[config.mk]
export PLATFORM = sky130hd
export DESIGN_NAME = tilt_angle_kalman_filter_core_flat
export DESIGN_NICKNAME = d
export VERILOG_FILES = /design/src/rtl/tak_pkg.sv /design/src/rtl/tak_if.sv /design/src/rtl/tak_alu.sv /design/src/rtl/tak_div.sv /design/src/rtl/tilt_angle_kalman_filter_core.sv /design/src/flat_wrapper.sv
export SDC_FILE = /design/constraint.sdc
export NUM_CORES = 2
export LEC_CHECK = 0
export ABC_AREA = 1
export BUFFER_PORTS_ARGS = -buffer_cell sky130_fd_sc_hd__buf_2
export CORE_UTILIZATION = 40
export CTS_BUF_LIST = sky130_fd_sc_hd__clkbuf_8
export CTS_CLUSTER_SIZE = 16
export DETAILED_ROUTE_END_ITERATION = 7
export PLACE_DENSITY = 0.65
export SYNTH_ARGS = -nofsm -noshare
export SYNTH_HDL_FRONTEND = slang
export SYNTH_HIERARCHICAL = 1
export SYNTH_SLANG_ARGS = --single-unit
export TNS_END_PERCENT = 10
[constraint.sdc]
create_clock -name clk_i -period 19.9 [get_ports clk_i]
set_clock_uncertainty 0.05 [all_clocks]
set_input_delay 2.985 -clock clk_i [delete_from_list [all_inputs] [get_ports clk_i]]
set_output_delay 2.985 -clock clk_i [all_outputs]
set_load 0.03 [all_outputs]
[src/rtl/tak_pkg.sv]
// shared types, constants and microcode for the tilt angle kalman filter
package tak_pkg;

  localparam int DATA_W     = 32;
  localparam int OPND_W     = 33;
  localparam int DT_W       = 17;
  localparam int NOISE_W    = 16;
  localparam int MNOISE_W   = 31;
  localparam int CFG_IDX_W  = 2;
  localparam int CFG_DATA_W = 31;
  localparam int STEP_W     = 5;

  localparam logic [STEP_W-1:0] LAST_STEP = 5'd27;

  localparam logic signed [DATA_W-1:0] Q_MAX = 32'sh7fff_ffff;
  localparam logic signed [DATA_W-1:0] Q_MIN = 32'sh8000_0000;

  // register indexes of the configuration port
  localparam logic [CFG_IDX_W-1:0] CFG_STEP_TIME     = 2'd0;
  localparam logic [CFG_IDX_W-1:0] CFG_ANGLE_NOISE   = 2'd1;
  localparam logic [CFG_IDX_W-1:0] CFG_BIAS_NOISE    = 2'd2;
  localparam logic [CFG_IDX_W-1:0] CFG_MEASURE_NOISE = 2'd3;

  localparam logic [DT_W-1:0]     STEP_TIME_RST     = 17'd655;
  localparam logic [NOISE_W-1:0]  ANGLE_NOISE_RST   = 16'd66;
  localparam logic [NOISE_W-1:0]  BIAS_NOISE_RST    = 16'd197;
  localparam logic [MNOISE_W-1:0] MEASURE_NOISE_RST = 31'd1966;

  typedef enum logic [1:0] {
    OP_ADD,
    OP_SUB,
    OP_MUL,
    OP_WAIT
  } alu_op_e;

  typedef enum logic [4:0] {
    SRC_ANGLE,
    SRC_BIAS,
    SRC_AA,
    SRC_AB,
    SRC_BA,
    SRC_BB,
    SRC_GYRO,
    SRC_MEAS,
    SRC_DT,
    SRC_ANOISE,
    SRC_BNOISE,
    SRC_MNOISE,
    SRC_TMP,
    SRC_T,
    SRC_Y,
    SRC_M,
    SRC_K0,
    SRC_K1
  } src_e;

  typedef enum logic [3:0] {
    DST_NONE,
    DST_ANGLE,
    DST_BIAS,
    DST_AA,
    DST_AB,
    DST_BA,
    DST_BB,
    DST_TMP,
    DST_T,
    DST_Y,
    DST_M,
    DST_S
  } dst_e;

  typedef struct packed {
    alu_op_e op;
    src_e    src_a;
    src_e    src_b;
    dst_e    dst;
  } uinst_t;

  function automatic uinst_t mk(input alu_op_e op, input src_e a, input src_e b,
                                input dst_e d);
    uinst_t u;
    u.op    = op;
    u.src_a = a;
    u.src_b = b;
    u.dst   = d;
    return u;
  endfunction

  // one saturating operation per step, but for the gain wait step
  function automatic uinst_t ucode(input logic [STEP_W-1:0] step);
    uinst_t u;
    case (step)
      // predict
      5'd0:    u = mk(OP_SUB, SRC_GYRO,   SRC_BIAS,   DST_TMP);
      5'd1:    u = mk(OP_MUL, SRC_TMP,    SRC_DT,     DST_M);
      5'd2:    u = mk(OP_ADD, SRC_ANGLE,  SRC_M,      DST_ANGLE);
      5'd3:    u = mk(OP_MUL, SRC_BB,     SRC_DT,     DST_T);
      5'd4:    u = mk(OP_ADD, SRC_ANOISE, SRC_T,      DST_TMP);
      5'd5:    u = mk(OP_SUB, SRC_TMP,    SRC_BA,     DST_TMP);
      5'd6:    u = mk(OP_SUB, SRC_TMP,    SRC_AB,     DST_TMP);
      5'd7:    u = mk(OP_MUL, SRC_TMP,    SRC_DT,     DST_M);
      5'd8:    u = mk(OP_ADD, SRC_AA,     SRC_M,      DST_AA);
      5'd9:    u = mk(OP_SUB, SRC_AB,     SRC_T,      DST_AB);
      5'd10:   u = mk(OP_SUB, SRC_BA,     SRC_T,      DST_BA);
      5'd11:   u = mk(OP_MUL, SRC_BNOISE, SRC_DT,     DST_M);
      5'd12:   u = mk(OP_ADD, SRC_BB,     SRC_M,      DST_BB);
      // gain
      5'd13:   u = mk(OP_ADD, SRC_AA,     SRC_MNOISE, DST_S);
      5'd14:   u = mk(OP_SUB, SRC_MEAS,   SRC_ANGLE,  DST_Y);
      5'd15:   u = mk(OP_WAIT, SRC_ANGLE, SRC_ANGLE,  DST_NONE);
      // correct
      5'd16:   u = mk(OP_MUL, SRC_K0,     SRC_Y,      DST_M);
      5'd17:   u = mk(OP_ADD, SRC_ANGLE,  SRC_M,      DST_ANGLE);
      5'd18:   u = mk(OP_MUL, SRC_K1,     SRC_Y,      DST_M);
      5'd19:   u = mk(OP_ADD, SRC_BIAS,   SRC_M,      DST_BIAS);
      // covariance: cov_aa and cov_ab are still the old values when read
      5'd20:   u = mk(OP_MUL, SRC_K1,     SRC_AA,     DST_M);
      5'd21:   u = mk(OP_SUB, SRC_BA,     SRC_M,      DST_BA);
      5'd22:   u = mk(OP_MUL, SRC_K1,     SRC_AB,     DST_M);
      5'd23:   u = mk(OP_SUB, SRC_BB,     SRC_M,      DST_BB);
      5'd24:   u = mk(OP_MUL, SRC_K0,     SRC_AA,     DST_M);
      5'd25:   u = mk(OP_SUB, SRC_AA,     SRC_M,      DST_AA);
      5'd26:   u = mk(OP_MUL, SRC_K0,     SRC_AB,     DST_M);
      5'd27:   u = mk(OP_SUB, SRC_AB,     SRC_M,      DST_AB);
      default: u = mk(OP_WAIT, SRC_ANGLE, SRC_ANGLE,  DST_NONE);
    endcase
    return u;
  endfunction

  function automatic logic signed [OPND_W-1:0] sx(input logic signed [DATA_W-1:0] x);
    return {x[DATA_W-1], x};
  endfunction

endpackage

[src/rtl/tak_if.sv]
// valid/ready channels for samples and estimates
interface tak_in_if;
  logic                     valid;
  logic                     ready;
  logic signed [31:0]       gyro_rate;
  logic signed [31:0]       measured_angle;

  modport source (output valid, gyro_rate, measured_angle, input ready);
  modport sink   (input valid, gyro_rate, measured_angle, output ready);
endinterface

interface tak_out_if;
  logic                     valid;
  logic                     ready;
  logic signed [31:0]       angle_estimate;
  logic signed [31:0]       bias_estimate;

  modport source (output valid, angle_estimate, bias_estimate, input ready);
  modport sink   (input valid, angle_estimate, bias_estimate, output ready);
endinterface

[src/rtl/tak_alu.sv]
// shared saturating q16.16 add, subtract and multiply unit
module tak_alu (
  input  tak_pkg::alu_op_e                  op_i,
  input  logic signed [tak_pkg::OPND_W-1:0] a_i,
  input  logic signed [tak_pkg::OPND_W-1:0] b_i,
  output logic signed [tak_pkg::DATA_W-1:0] y_o
);

  logic signed [2*tak_pkg::OPND_W-1:0] prod;
  logic signed [2*tak_pkg::OPND_W-1:0] wide;

  always_comb begin
    prod = a_i * b_i;
    case (op_i)
      tak_pkg::OP_ADD: wide = a_i + b_i;
      tak_pkg::OP_SUB: wide = a_i - b_i;
      // arithmetic shift floors toward minus infinity
      tak_pkg::OP_MUL: wide = prod >>> 16;
      default:         wide = '0;
    endcase
    if (!wide[2*tak_pkg::OPND_W-1] && (|wide[2*tak_pkg::OPND_W-2:tak_pkg::DATA_W-1])) begin
      y_o = tak_pkg::Q_MAX;
    end else if (wide[2*tak_pkg::OPND_W-1] &&
                 !(&wide[2*tak_pkg::OPND_W-2:tak_pkg::DATA_W-1])) begin
      y_o = tak_pkg::Q_MIN;
    end else begin
      y_o = wide[tak_pkg::DATA_W-1:0];
    end
  end

endmodule

[src/rtl/tak_div.sv]
// two-lane serial divider for the gains, shared denominator, one quotient bit a cycle
module tak_div (
  input  logic                              clk_i,
  input  logic                              rst_ni,
  input  logic                              start_i,
  input  logic signed [tak_pkg::DATA_W-1:0] num_a_i,
  input  logic signed [tak_pkg::DATA_W-1:0] num_b_i,
  input  logic signed [tak_pkg::DATA_W-1:0] den_i,
  output logic                              busy_o,
  output logic signed [tak_pkg::DATA_W-1:0] quo_a_o,
  output logic signed [tak_pkg::DATA_W-1:0] quo_b_o
);

  localparam int W = tak_pkg::DATA_W;
  localparam logic [5:0] DIV_STEPS = 6'd32;

  logic              busy_q;
  logic [5:0]        cnt_q;
  logic [W-1:0]      mag_d_q;
  logic              zero_q;
  logic [W-1:0]      rem_q [2];
  logic [W-1:0]      sh_q  [2];
  logic              neg_q [2];
  logic              ovf_q [2];
  logic signed [W-1:0] quo_q [2];

  logic [W-1:0]      rem_d [2];
  logic [W-1:0]      sh_d  [2];
  logic signed [W-1:0] fin [2];
  logic [W-1:0]      mag_n [2];
  logic signed [W-1:0] num [2];
  logic [W-1:0]      mag_d;
  logic [W:0]        trial;
  logic              ge;

  assign busy_o  = busy_q;
  assign quo_a_o = quo_q[0];
  assign quo_b_o = quo_q[1];
  assign num[0]  = num_a_i;
  assign num[1]  = num_b_i;
  assign mag_d   = den_i[W-1] ? W'(-den_i) : W'(den_i);

  always_comb begin
    for (int l = 0; l < 2; l++) begin
      mag_n[l] = num[l][W-1] ? W'(-num[l]) : W'(num[l]);
      trial    = {rem_q[l], sh_q[l][W-1]};
      ge       = (trial >= {1'b0, mag_d_q});
      rem_d[l] = ge ? W'(trial - {1'b0, mag_d_q}) : trial[W-1:0];
      sh_d[l]  = {sh_q[l][W-2:0], ge};
      // truncated magnitude back to a saturated signed value
      if (zero_q) begin
        fin[l] = '0;
      end else if (ovf_q[l]) begin
        fin[l] = neg_q[l] ? tak_pkg::Q_MIN : tak_pkg::Q_MAX;
      end else if (!neg_q[l]) begin
        fin[l] = sh_q[l][W-1] ? tak_pkg::Q_MAX : sh_q[l];
      end else begin
        fin[l] = (sh_q[l] > 32'h8000_0000) ? tak_pkg::Q_MIN : -sh_q[l];
      end
    end
  end

  always_ff @(posedge clk_i or negedge rst_ni) begin
    if (!rst_ni) begin
      busy_q <= 1'b0;
      cnt_q  <= '0;
    end else if (start_i) begin
      busy_q <= 1'b1;
      cnt_q  <= '0;
    end else if (busy_q) begin
      cnt_q <= cnt_q + 6'd1;
      if (cnt_q == DIV_STEPS) begin
        busy_q <= 1'b0;
      end
    end
  end

  always_ff @(posedge clk_i) begin
    if (start_i) begin
      mag_d_q <= mag_d;
      zero_q  <= (den_i == '0);
      for (int l = 0; l < 2; l++) begin
        neg_q[l] <= num[l][W-1] ^ den_i[W-1];
        ovf_q[l] <= ({16'b0, mag_n[l]} >= {mag_d, 16'b0});
        rem_q[l] <= {16'b0, mag_n[l][W-1:16]};
        sh_q[l]  <= {mag_n[l][15:0], 16'b0};
      end
    end else if (busy_q) begin
      for (int l = 0; l < 2; l++) begin
        if (cnt_q == DIV_STEPS) begin
          quo_q[l] <= fin[l];
        end else begin
          rem_q[l] <= rem_d[l];
          sh_q[l]  <= sh_d[l];
        end
      end
    end
  end

endmodule

[src/rtl/tilt_angle_kalman_filter_core.sv]
// top level of the two-state tilt angle kalman filter (angle, gyro bias)
//
//  channel   dir  handshake          payload
//  in_i      in   valid / ready      gyro_rate, measured_angle (q16.16)
//  out_o     out  valid / ready      angle_estimate, bias_estimate (q16.16)
//  cfg       in   cfg_we_i           cfg_idx_i, cfg_wdata_i (write only)
//
// a request runs 27 steps on the shared unit and the gain wait step, which holds while the
// serial divider runs; the sequencer then goes back to idle
// in_i.ready is high only between requests; the result sits in an output
// register, so a new request is taken while the last estimate still waits
// when out_o is stalled at the end of a request, the sequencer holds its last step
// reset clears the estimates, the covariance and loads the default settings
module tilt_angle_kalman_filter_core (
  input  logic                                 clk_i,
  input  logic                                 rst_ni,
  tak_in_if.sink                               in_i,
  tak_out_if.source                            out_o,
  input  logic                                 cfg_we_i,
  input  logic [tak_pkg::CFG_IDX_W-1:0]        cfg_idx_i,
  input  logic [tak_pkg::CFG_DATA_W-1:0]       cfg_wdata_i
);

  localparam logic ST_IDLE = 1'b0;
  localparam logic ST_RUN  = 1'b1;

  // sequencer
  logic                         state_q, state_d;
  logic [tak_pkg::STEP_W-1:0]   step_q, step_d;
  tak_pkg::uinst_t              uop;
  logic                         adv;
  logic                         wr;
  logic                         last;
  logic                         out_free;
  logic                         in_acc;

  // settings
  logic [tak_pkg::DT_W-1:0]     dt_q;
  logic [tak_pkg::NOISE_W-1:0]  anoise_q;
  logic [tak_pkg::NOISE_W-1:0]  bnoise_q;
  logic [tak_pkg::MNOISE_W-1:0] mnoise_q;

  // filter state
  logic signed [tak_pkg::DATA_W-1:0] angle_q, bias_q, aa_q, ab_q, ba_q, bb_q;

  // per-request scratch
  logic signed [tak_pkg::DATA_W-1:0] gyro_q, meas_q, tmp_q, t_q, y_q, m_q;

  // result register
  logic                              out_valid_q;
  logic signed [tak_pkg::DATA_W-1:0] out_angle_q, out_bias_q;

  // shared units
  logic signed [tak_pkg::OPND_W-1:0] opnd [2];
  tak_pkg::src_e                     sel  [2];
  logic signed [tak_pkg::DATA_W-1:0] alu_y;
  logic                              div_busy;
  logic                              div_start;
  logic signed [tak_pkg::DATA_W-1:0] k0, k1;

  assign uop      = tak_pkg::ucode(step_q);
  assign last     = (step_q == tak_pkg::LAST_STEP);
  assign out_free = !out_valid_q || out_o.ready;
  // the gain wait step holds until both quotients are in; the last step
  // holds until the result register is free
  assign adv      = (state_q == ST_RUN) &&
                    ((uop.op != tak_pkg::OP_WAIT) || !div_busy) &&
                    (!last || out_free);
  assign wr        = adv;
  assign div_start = wr && (uop.dst == tak_pkg::DST_S);
  assign in_acc    = in_i.valid && in_i.ready;

  assign in_i.ready           = (state_q == ST_IDLE);
  assign out_o.valid          = out_valid_q;
  assign out_o.angle_estimate = out_angle_q;
  assign out_o.bias_estimate  = out_bias_q;

  // operand select for both ports of the shared unit
  assign sel[0] = uop.src_a;
  assign sel[1] = uop.src_b;

  always_comb begin
    for (int p = 0; p < 2; p++) begin
      case (sel[p])
        tak_pkg::SRC_ANGLE:  opnd[p] = tak_pkg::sx(angle_q);
        tak_pkg::SRC_BIAS:   opnd[p] = tak_pkg::sx(bias_q);
        tak_pkg::SRC_AA:     opnd[p] = tak_pkg::sx(aa_q);
        tak_pkg::SRC_AB:     opnd[p] = tak_pkg::sx(ab_q);
        tak_pkg::SRC_BA:     opnd[p] = tak_pkg::sx(ba_q);
        tak_pkg::SRC_BB:     opnd[p] = tak_pkg::sx(bb_q);
        tak_pkg::SRC_GYRO:   opnd[p] = tak_pkg::sx(gyro_q);
        tak_pkg::SRC_MEAS:   opnd[p] = tak_pkg::sx(meas_q);
        tak_pkg::SRC_DT:     opnd[p] = {16'b0, dt_q};
        tak_pkg::SRC_ANOISE: opnd[p] = {17'b0, anoise_q};
        tak_pkg::SRC_BNOISE: opnd[p] = {17'b0, bnoise_q};
        tak_pkg::SRC_MNOISE: opnd[p] = {2'b0, mnoise_q};
        tak_pkg::SRC_TMP:    opnd[p] = tak_pkg::sx(tmp_q);
        tak_pkg::SRC_T:      opnd[p] = tak_pkg::sx(t_q);
        tak_pkg::SRC_Y:      opnd[p] = tak_pkg::sx(y_q);
        tak_pkg::SRC_M:      opnd[p] = tak_pkg::sx(m_q);
        tak_pkg::SRC_K0:     opnd[p] = tak_pkg::sx(k0);
        tak_pkg::SRC_K1:     opnd[p] = tak_pkg::sx(k1);
        default:             opnd[p] = '0;
      endcase
    end
  end

  tak_alu u_alu (
    .op_i (uop.op),
    .a_i  (opnd[0]),
    .b_i  (opnd[1]),
    .y_o  (alu_y)
  );

  // gains k0 = cov_aa / s and k1 = cov_ba / s, s taken straight off the alu
  tak_div u_div (
    .clk_i   (clk_i),
    .rst_ni  (rst_ni),
    .start_i (div_start),
    .num_a_i (aa_q),
    .num_b_i (ba_q),
    .den_i   (alu_y),
    .busy_o  (div_busy),
    .quo_a_o (k0),
    .quo_b_o (k1)
  );

  // next state of the sequencer
  always_comb begin
    state_d = state_q;
    step_d  = step_q;
    case (state_q)
      ST_IDLE: begin
        if (in_acc) begin
          state_d = ST_RUN;
          step_d  = '0;
        end
      end
      ST_RUN: begin
        if (adv) begin
          if (last) begin
            state_d = ST_IDLE;
          end else begin
            step_d = step_q + 5'd1;
          end
        end
      end
      default: state_d = ST_IDLE;
    endcase
  end

  always_ff @(posedge clk_i or negedge rst_ni) begin
    if (!rst_ni) begin
      state_q     <= ST_IDLE;
      step_q      <= '0;
      out_valid_q <= 1'b0;
    end else begin
      state_q <= state_d;
      step_q  <= step_d;
      if (adv && last) begin
        out_valid_q <= 1'b1;
      end else if (out_o.ready) begin
        out_valid_q <= 1'b0;
      end
    end
  end

  // settings, masked to their widths
  always_ff @(posedge clk_i or negedge rst_ni) begin
    if (!rst_ni) begin
      dt_q     <= tak_pkg::STEP_TIME_RST;
      anoise_q <= tak_pkg::ANGLE_NOISE_RST;
      bnoise_q <= tak_pkg::BIAS_NOISE_RST;
      mnoise_q <= tak_pkg::MEASURE_NOISE_RST;
    end else if (cfg_we_i) begin
      case (cfg_idx_i)
        tak_pkg::CFG_STEP_TIME:     dt_q     <= cfg_wdata_i[tak_pkg::DT_W-1:0];
        tak_pkg::CFG_ANGLE_NOISE:   anoise_q <= cfg_wdata_i[tak_pkg::NOISE_W-1:0];
        tak_pkg::CFG_BIAS_NOISE:    bnoise_q <= cfg_wdata_i[tak_pkg::NOISE_W-1:0];
        tak_pkg::CFG_MEASURE_NOISE: mnoise_q <= cfg_wdata_i[tak_pkg::MNOISE_W-1:0];
        default: ;
      endcase
    end
  end

  // filter state write-back
  always_ff @(posedge clk_i or negedge rst_ni) begin
    if (!rst_ni) begin
      angle_q <= '0;
      bias_q  <= '0;
      aa_q    <= '0;
      ab_q    <= '0;
      ba_q    <= '0;
      bb_q    <= '0;
    end else if (wr) begin
      case (uop.dst)
        tak_pkg::DST_ANGLE: angle_q <= alu_y;
        tak_pkg::DST_BIAS:  bias_q  <= alu_y;
        tak_pkg::DST_AA:    aa_q    <= alu_y;
        tak_pkg::DST_AB:    ab_q    <= alu_y;
        tak_pkg::DST_BA:    ba_q    <= alu_y;
        tak_pkg::DST_BB:    bb_q    <= alu_y;
        default: ;
      endcase
    end
  end

  // scratch, sample capture and result payload
  always_ff @(posedge clk_i) begin
    if (in_acc) begin
      gyro_q <= in_i.gyro_rate;
      meas_q <= in_i.measured_angle;
    end
    if (wr) begin
      case (uop.dst)
        tak_pkg::DST_TMP: tmp_q <= alu_y;
        tak_pkg::DST_T:   t_q   <= alu_y;
        tak_pkg::DST_Y:   y_q   <= alu_y;
        tak_pkg::DST_M:   m_q   <= alu_y;
        default: ;
      endcase
    end
    // angle and bias are final before the last covariance step
    if (adv && last) begin
      out_angle_q <= angle_q;
      out_bias_q  <= bias_q;
    end
  end

endmodule

[src/flat_wrapper.sv]
// flat-port wrapper written by rule: the top's interface ports become plain ports
module tilt_angle_kalman_filter_core_flat 
  (clk_i, rst_ni, cfg_we_i, cfg_idx_i, cfg_wdata_i, in_i_valid, in_i_gyro_rate, in_i_measured_angle, in_i_ready, out_o_valid, out_o_angle_estimate, out_o_bias_estimate, out_o_ready);
  tak_in_if in_i_i ();
  tak_out_if out_o_i ();
  input  logic clk_i;
  input  logic rst_ni;
  input  logic cfg_we_i;
  input  logic [tak_pkg::CFG_IDX_W-1:0] cfg_idx_i;
  input  logic [tak_pkg::CFG_DATA_W-1:0] cfg_wdata_i;
  input wire logic [$bits(in_i_i.valid)-1:0] in_i_valid;
  input wire logic [$bits(in_i_i.gyro_rate)-1:0] in_i_gyro_rate;
  input wire logic [$bits(in_i_i.measured_angle)-1:0] in_i_measured_angle;
  output wire logic [$bits(in_i_i.ready)-1:0] in_i_ready;
  output wire logic [$bits(out_o_i.valid)-1:0] out_o_valid;
  output wire logic [$bits(out_o_i.angle_estimate)-1:0] out_o_angle_estimate;
  output wire logic [$bits(out_o_i.bias_estimate)-1:0] out_o_bias_estimate;
  input wire logic [$bits(out_o_i.ready)-1:0] out_o_ready;
  assign in_i_i.valid = in_i_valid;
  assign in_i_i.gyro_rate = in_i_gyro_rate;
  assign in_i_i.measured_angle = in_i_measured_angle;
  assign in_i_ready = in_i_i.ready;
  assign out_o_valid = out_o_i.valid;
  assign out_o_angle_estimate = out_o_i.angle_estimate;
  assign out_o_bias_estimate = out_o_i.bias_estimate;
  assign out_o_i.ready = out_o_ready;
  tilt_angle_kalman_filter_core u_core (.clk_i(clk_i), .rst_ni(rst_ni), .in_i(in_i_i), .out_o(out_o_i), .cfg_we_i(cfg_we_i), .cfg_idx_i(cfg_idx_i), .cfg_wdata_i(cfg_wdata_i));
endmodule
### Yosys cells after proc, flatten, opt, wreduce, memory -nomap -nowiden

Memory sizes are Yosys's and may differ from the RTL's.
Index checks and enable logic that the tools add are counted.

| word-level totals | value |
|---|---|
| memories | 6 |
| input bits | 102 |
| output and inout bits | 66 |
| word-level logic and storage cells | 200 |
| register bits | 575 |
| bits in writable memories | 196 |
| ROM bits | 480 |

| operators by class | value |
|---|---|
| equal/unequal tests | 56 |
| reductions and logical operators | 39 |
| bitwise operators | 7 |
| multiply operators | 1 |
| order comparisons | 6 |
| add/subtract/negate cells | 11 |
| multiplexer cells | 49 |

Memory list:

| memory | words | width | read ports | clocked after memory_dff | write ports | RTL line | text |
|---|---|---|---|---|---|---|---|
| (no name shown) | 32 | 15 | 1 | 0 | 0 | tak_pkg.sv:92 | `case (step)` |
| u_core.u_div.quo_q | 2 | 32 | 2 | 0 | 2 | tak_div.sv:25 | `logic signed [W-1:0] quo_q [2];` |
| u_core.u_div.rem_q | 2 | 32 | 2 | 0 | 2 | tak_div.sv:21 | `logic [W-1:0] rem_q [2];` |
| u_core.u_div.sh_q | 2 | 32 | 2 | 0 | 2 | tak_div.sv:22 | `logic [W-1:0] sh_q [2];` |
| u_core.u_div.neg_q | 2 | 1 | 2 | 0 | 2 | tak_div.sv:23 | `logic neg_q [2];` |
| u_core.u_div.ovf_q | 2 | 1 | 2 | 0 | 2 | tak_div.sv:24 | `logic ovf_q [2];` |

Operator list:

| cell | count |
|---|---|
| $pmux W33 S18 | 2 |
| $mux W32 | 21 |
| $pmux W66 S3 | 1 |
| $neg A32 Y32 | 5 |
| $ge A32 B48 Y1 | 2 |
| $eq A5 B4 Y1 const B | 16 |
| $ge A33 B32 Y1 | 2 |
| $mul A33 B33 Y66 | 1 |
| $gt A32 B32 Y1 const B | 2 |
| $sub A32 B32 Y32 | 2 |
| $mux W31 | 2 |
| $eq A5 B3 Y1 const B | 8 |
| $add A33 B33 Y34 | 1 |
| $reduce_and A34 Y1 | 1 |
| $reduce_or A34 Y1 | 1 |
| $sub A33 B33 Y34 | 1 |
| $logic_not A32 Y1 | 1 |
| $reduce_and A2 Y1 | 14 |
| $eq A5 B5 Y1 const B | 5 |
| $eq A5 B2 Y1 const B | 4 |
| $eq A4 B3 Y1 const B | 4 |
| $eq A4 B4 Y1 const B | 4 |
| $mux W1 | 16 |
| $mux W5 | 3 |
| 22 further kinds | 50 |

### Depth between registers and ports, before layout

An unclocked memory read counts as a cell.

| depth | value |
|---|---|
| depth in word-level cells | 13 |
| gate-level depth with buffers | 77 |

### Modules after synthesis

Netlist, hierarchy kept.

By module, submodules not included:

| module | area an instance (sq um) | cells an instance | instances | sequential area each (sq um) |
|---|---|---|---|---|
| tak_alu | 46229.3 | 6279 | 1 | 0.0 |
| tilt_angle_kalman_filter_core | 27500.1 | 3393 | 1 | 14694.1 |
| tak_div | 20148.1 | 2883 | 1 | 7051.8 |

### Least setup slack after synthesis

Ideal clock, no wire load.

| timing | value |
|---|---|
| path kind | register -> register |
| start | reg u_core/step_q[0] (netlist bit) |
| end | mem u_core.u_div.ovf_q[1][0] (netlist: u_core/u_div/ovf_q[0][1]), data pin |
| clock period less this slack | 12.155 ns |
| setup time | 0.138 ns |
| buffers on the path | 5 |
| required time | 19.712 ns |
| arrival | 11.967 ns |
| path slack | 7.745 ns |
| cell stages (with the launch flop) | 68 |
| path through | dfrtp_1 inv_1 ha_1 nor2_1 o21ai_0 nand3_2 nand2_1 a21oi_2 buf_2 clkbuf_1 nand3_1 nand4_1 nor2_1 nand2_1 buf_2 clkbuf_1 nand2_1 inv_1 (+32 left out) ha_1 nand2_1 nor2_2 nand2_1 o21ai_0 xor2_1 inv_1 ha_1 nand2_1 nor2_1 nand3_1 nor2_1 nand3_1 nor2_1 nand4_1 nor2_1 nor2_1 nor2_1 |

RTL lines:

| item | RTL line | text |
|---|---|---|
| start: declaration | tilt_angle_kalman_filter_core.sv:29 | `logic [tak_pkg::STEP_W-1:0] step_q, step_d;` |
| start signal: assignment | tilt_angle_kalman_filter_core.sv:159 | `step_q <= step_d;` |
| end: declaration | tak_div.sv:24 |  |

==> results.yml <==
setup_path:
  path_common_cell: "nand2_1"
  r2r_cells: 66
  start_kind: "flip-flop"
  end_kind: "flip-flop"
  reg2reg_slack_ps: 2970
  crit_fanout: 95
  r2r-end: "u_core/u_div/ovf_q[0][1]$_DFFE_PP_"
  reg2reg_from: "u_core/step_q[0]$_DFFE_PN0P_"
  timing_worst_setup_path_type: "reg -> reg"
  critPathLaunch: "u_core/step_q[0]$_DFFE_PN0P_"
  worstPathArrival_ps: 17590
  slowest_delay_ps: 720
  cp.required_ps: 20570
  crit_path_top_delay_cell: "nand2_1"
synthesis:
  ys_types: 68
  ys_top_cells_by_count: "nand2_1, inv_1, fa_1, nand3_1, nor2_1"
  syn_inst: 12555
  syn_avg_cell_area_sq_um: 7.48
  yosysMostFrequentCell: "nand2_1"
  syn-num-nets: 14196
  async_flop_share_pct: 37.1
  syn_area_sq_um: 93900
  ys_ff_latch: 771
  synth_top_area_share_pct: 24.5
  synth_warnings: 6
  yosysTopAreaCell: "fa_1"
  ys_seq_area_share_pct: 23.2
  synth_top_flop_cell: "edfxtp_1"
  yosys-top-cells-area: "fa_1, edfxtp_1, nand2_1"
  synth_edf_count: 485
timing:
  finalHoldViolCount: 0
  min_period_ps: 16930
  rsz0062_at_grt: "no"
  fin_crit_sh_pct: 85.1
  relSlewSlack_pct: 18.6
  tns_ps: 0
  tightest_slew_ps: 1220
  finalMaxSlewViolations: 0
  finalSetupViolations: 0
  max_freq_mhz: 59.1
  setup_ws_ps: 2970
hold_path:
  hold_end: "u_core/u_div/cnt_q[5]$_DFFE_PN0P_"
  hp-class: "reg -> reg"
  hold_path_depth: 1
  hold_start: "u_core/u_div/cnt_q[5]$_DFFE_PN0P_"
layout:
  final_cells: 15692
  final_nets: 14090
  num-fill-cells: 24091
  area_growth_syn_to_layout_pct: 6.93
  drive_gt1_share_pct: 6.79
  post-route-util_pct: 43.1
  reg_top3: "u_core/u_div/quo_q x64, u_core/u_div/rem_q x64, u_core/u_div/sh_q x64"
die:
  dieWidth_microns: 486
  num_rows: 177
  die_area_sq_um: 237000
  initial_core_util_pct: 40.3
  die_h_microns: 486
  io_pins: 168
  coreArea_sq_um: 233000
global_route:
  grt_usage_pct: 31.1
  grt_pass1_vias: 83508
  antenna_found_initial: 26
  grt.overflow.total: 0
  grt_max_degree: 96
  grt_pass1_wl_mm: 548
run:
  cap_violations: 0
clocking:
  post_cts_resized: 0
  cts_tree: "yes"
  insertion_delay_ps: 880
  numCtsBuffers: 133
  numClockSinks: 771
  htreeDepth: 4
  max-clock-path-buffers: 3
  cts.reportedPaths.clkPinSlew_ps: 70
  postCtsSetupRepairBufs: 0
  ctsHoldBuffers: 0
  root_buffer: "clkbuf_8"
drt:
  drt_iter0_markers: 10959
  wire_per_inst_microns: 23.5
  vias: 85966
  avgViaCountPerCell: 5.48
  ant_nets: 0
  drt_wl_total_mm: 368
  drt_pass1_iterations: 7
  drc: 0
place:
  dp.cells: 15446
  io_buffers: 167
  place_congestion: 1.05
  dp_hpwl_mm: 283
  place_ws_ps: 3470
outcome:
  status: "complete, no violations"
==> placed cells by master, fill, tap and decap left out, drive strengths merged, types with 34 or more instances in the layout <==
cell | synthesis | layout
a21oi | 399 | 399
or2 | 43 | 43
clkbuf | 369 | 156
xnor2 | 51 | 51
nand2 | 3568 | 3568
nand3 | 1067 | 1067
nor2 | 904 | 904
o211ai | 34 | 34
inv | 2486 | 2528
xor2 | 93 | 93
nor3 | 72 | 72
dfrtp | 266 | 266
ha | 391 | 391
nand3b | 45 | 45
fa | 1148 | 1148
edfxtp | 485 | 485
buf | 196 | 324
o21ai | 604 | 604
nand4 | 166 | 166
==> metrics by stage <==
| stage | cell area, sq um | hold WS (ps) |
|---|---|---|
| 3_3_place_gp | 97700 | 406 |
| 3_5_place_dp | 97700 | 408 |
| 2_1_floorplan | 93900 | 375 |
| 4_1_cts | 100000 | 417 |
| 6_report | 100000 | 431 |
| 5_1_grt | 100000 | 470 |
==> worst max path at each step <==
| stage | endpoint | depth (start not counted) |
|---|---|---|
| finish | u_core/u_div/ovf_q[0][1]$_DFFE_PP_ | 66 |
| detailed placement | u_core/u_div/ovf_q[0][1]$_DFFE_PP_ | 67 |
| floorplan | u_core/u_div/ovf_q[0][1]$_DFFE_PP_ | 67 |
| global placement | u_core/u_div/ovf_q[0][1]$_DFFE_PP_ | 67 |
| global route | u_core/u_div/ovf_q[0][1]$_DFFE_PP_ | 66 |
| CTS | u_core/u_div/ovf_q[0][1]$_DFFE_PP_ | 67 |
==> metal layers <==
layer | vias up | track usage (%) | share of wire [%]
li1 | 38332 | - | -
met4 | 22 | 15.6 | 6.1
met3 | 962 | 7.30 | 11
met2 | 4974 | 45.7 | 42
met5 | - | 0 | 0.034
met1 | 41676 | 42.5 | 41
==> critical path, delay by kind of cell (launching register included) <==
family	cells	cell delay, ps
compound gates	3	310
buf+inv	13	3230
flops	1	480
xor+xnor	1	370
simple gates	37	6880
fa+ha+maj	12	5190
==> area by class of cell <==
type | count | area [sq um] | area share [%]
Tap cell | 3132 | 3920 | 3.90
Clock inverter | 82 | 512 | 0.510
Inverter | 2489 | 9340 | 9.31
Antenna cell | 8 | 20.0 | 0.0199
Timing Repair Buffer | 324 | 2090 | 2.08
Clock buffer | 156 | 2150 | 2.14
Multi-Input combinational cell | 8730 | 60600 | 60.4
Sequential cell | 771 | 21700 | 21.7
==> cell families (layout without fill, tap and decap cells) <==
| group | after synthesis | in the layout | synth area share (%) |
|---|---|---|---|
| AND/OR/NAND/NOR | 5903 | 5903 | 26.5 |
| multiplexers | 12 | 12 | 0.144 |
| other | 0 | 8 | 0 |
| XOR/XNOR | 144 | 144 | 1.34 |
| flip-flops | 771 | 771 | 23.2 |
| buffers and inverters | 3054 | 3051 | 12.7 |
| adder cells (fa/ha/maj) | 1539 | 1539 | 29.7 |
| AO/OA/AOI/OAI | 1132 | 1132 | 6.46 |
Power is not shown: default switching activity piles up to over one toggle a cycle in this logic, so the estimate is an artifact.
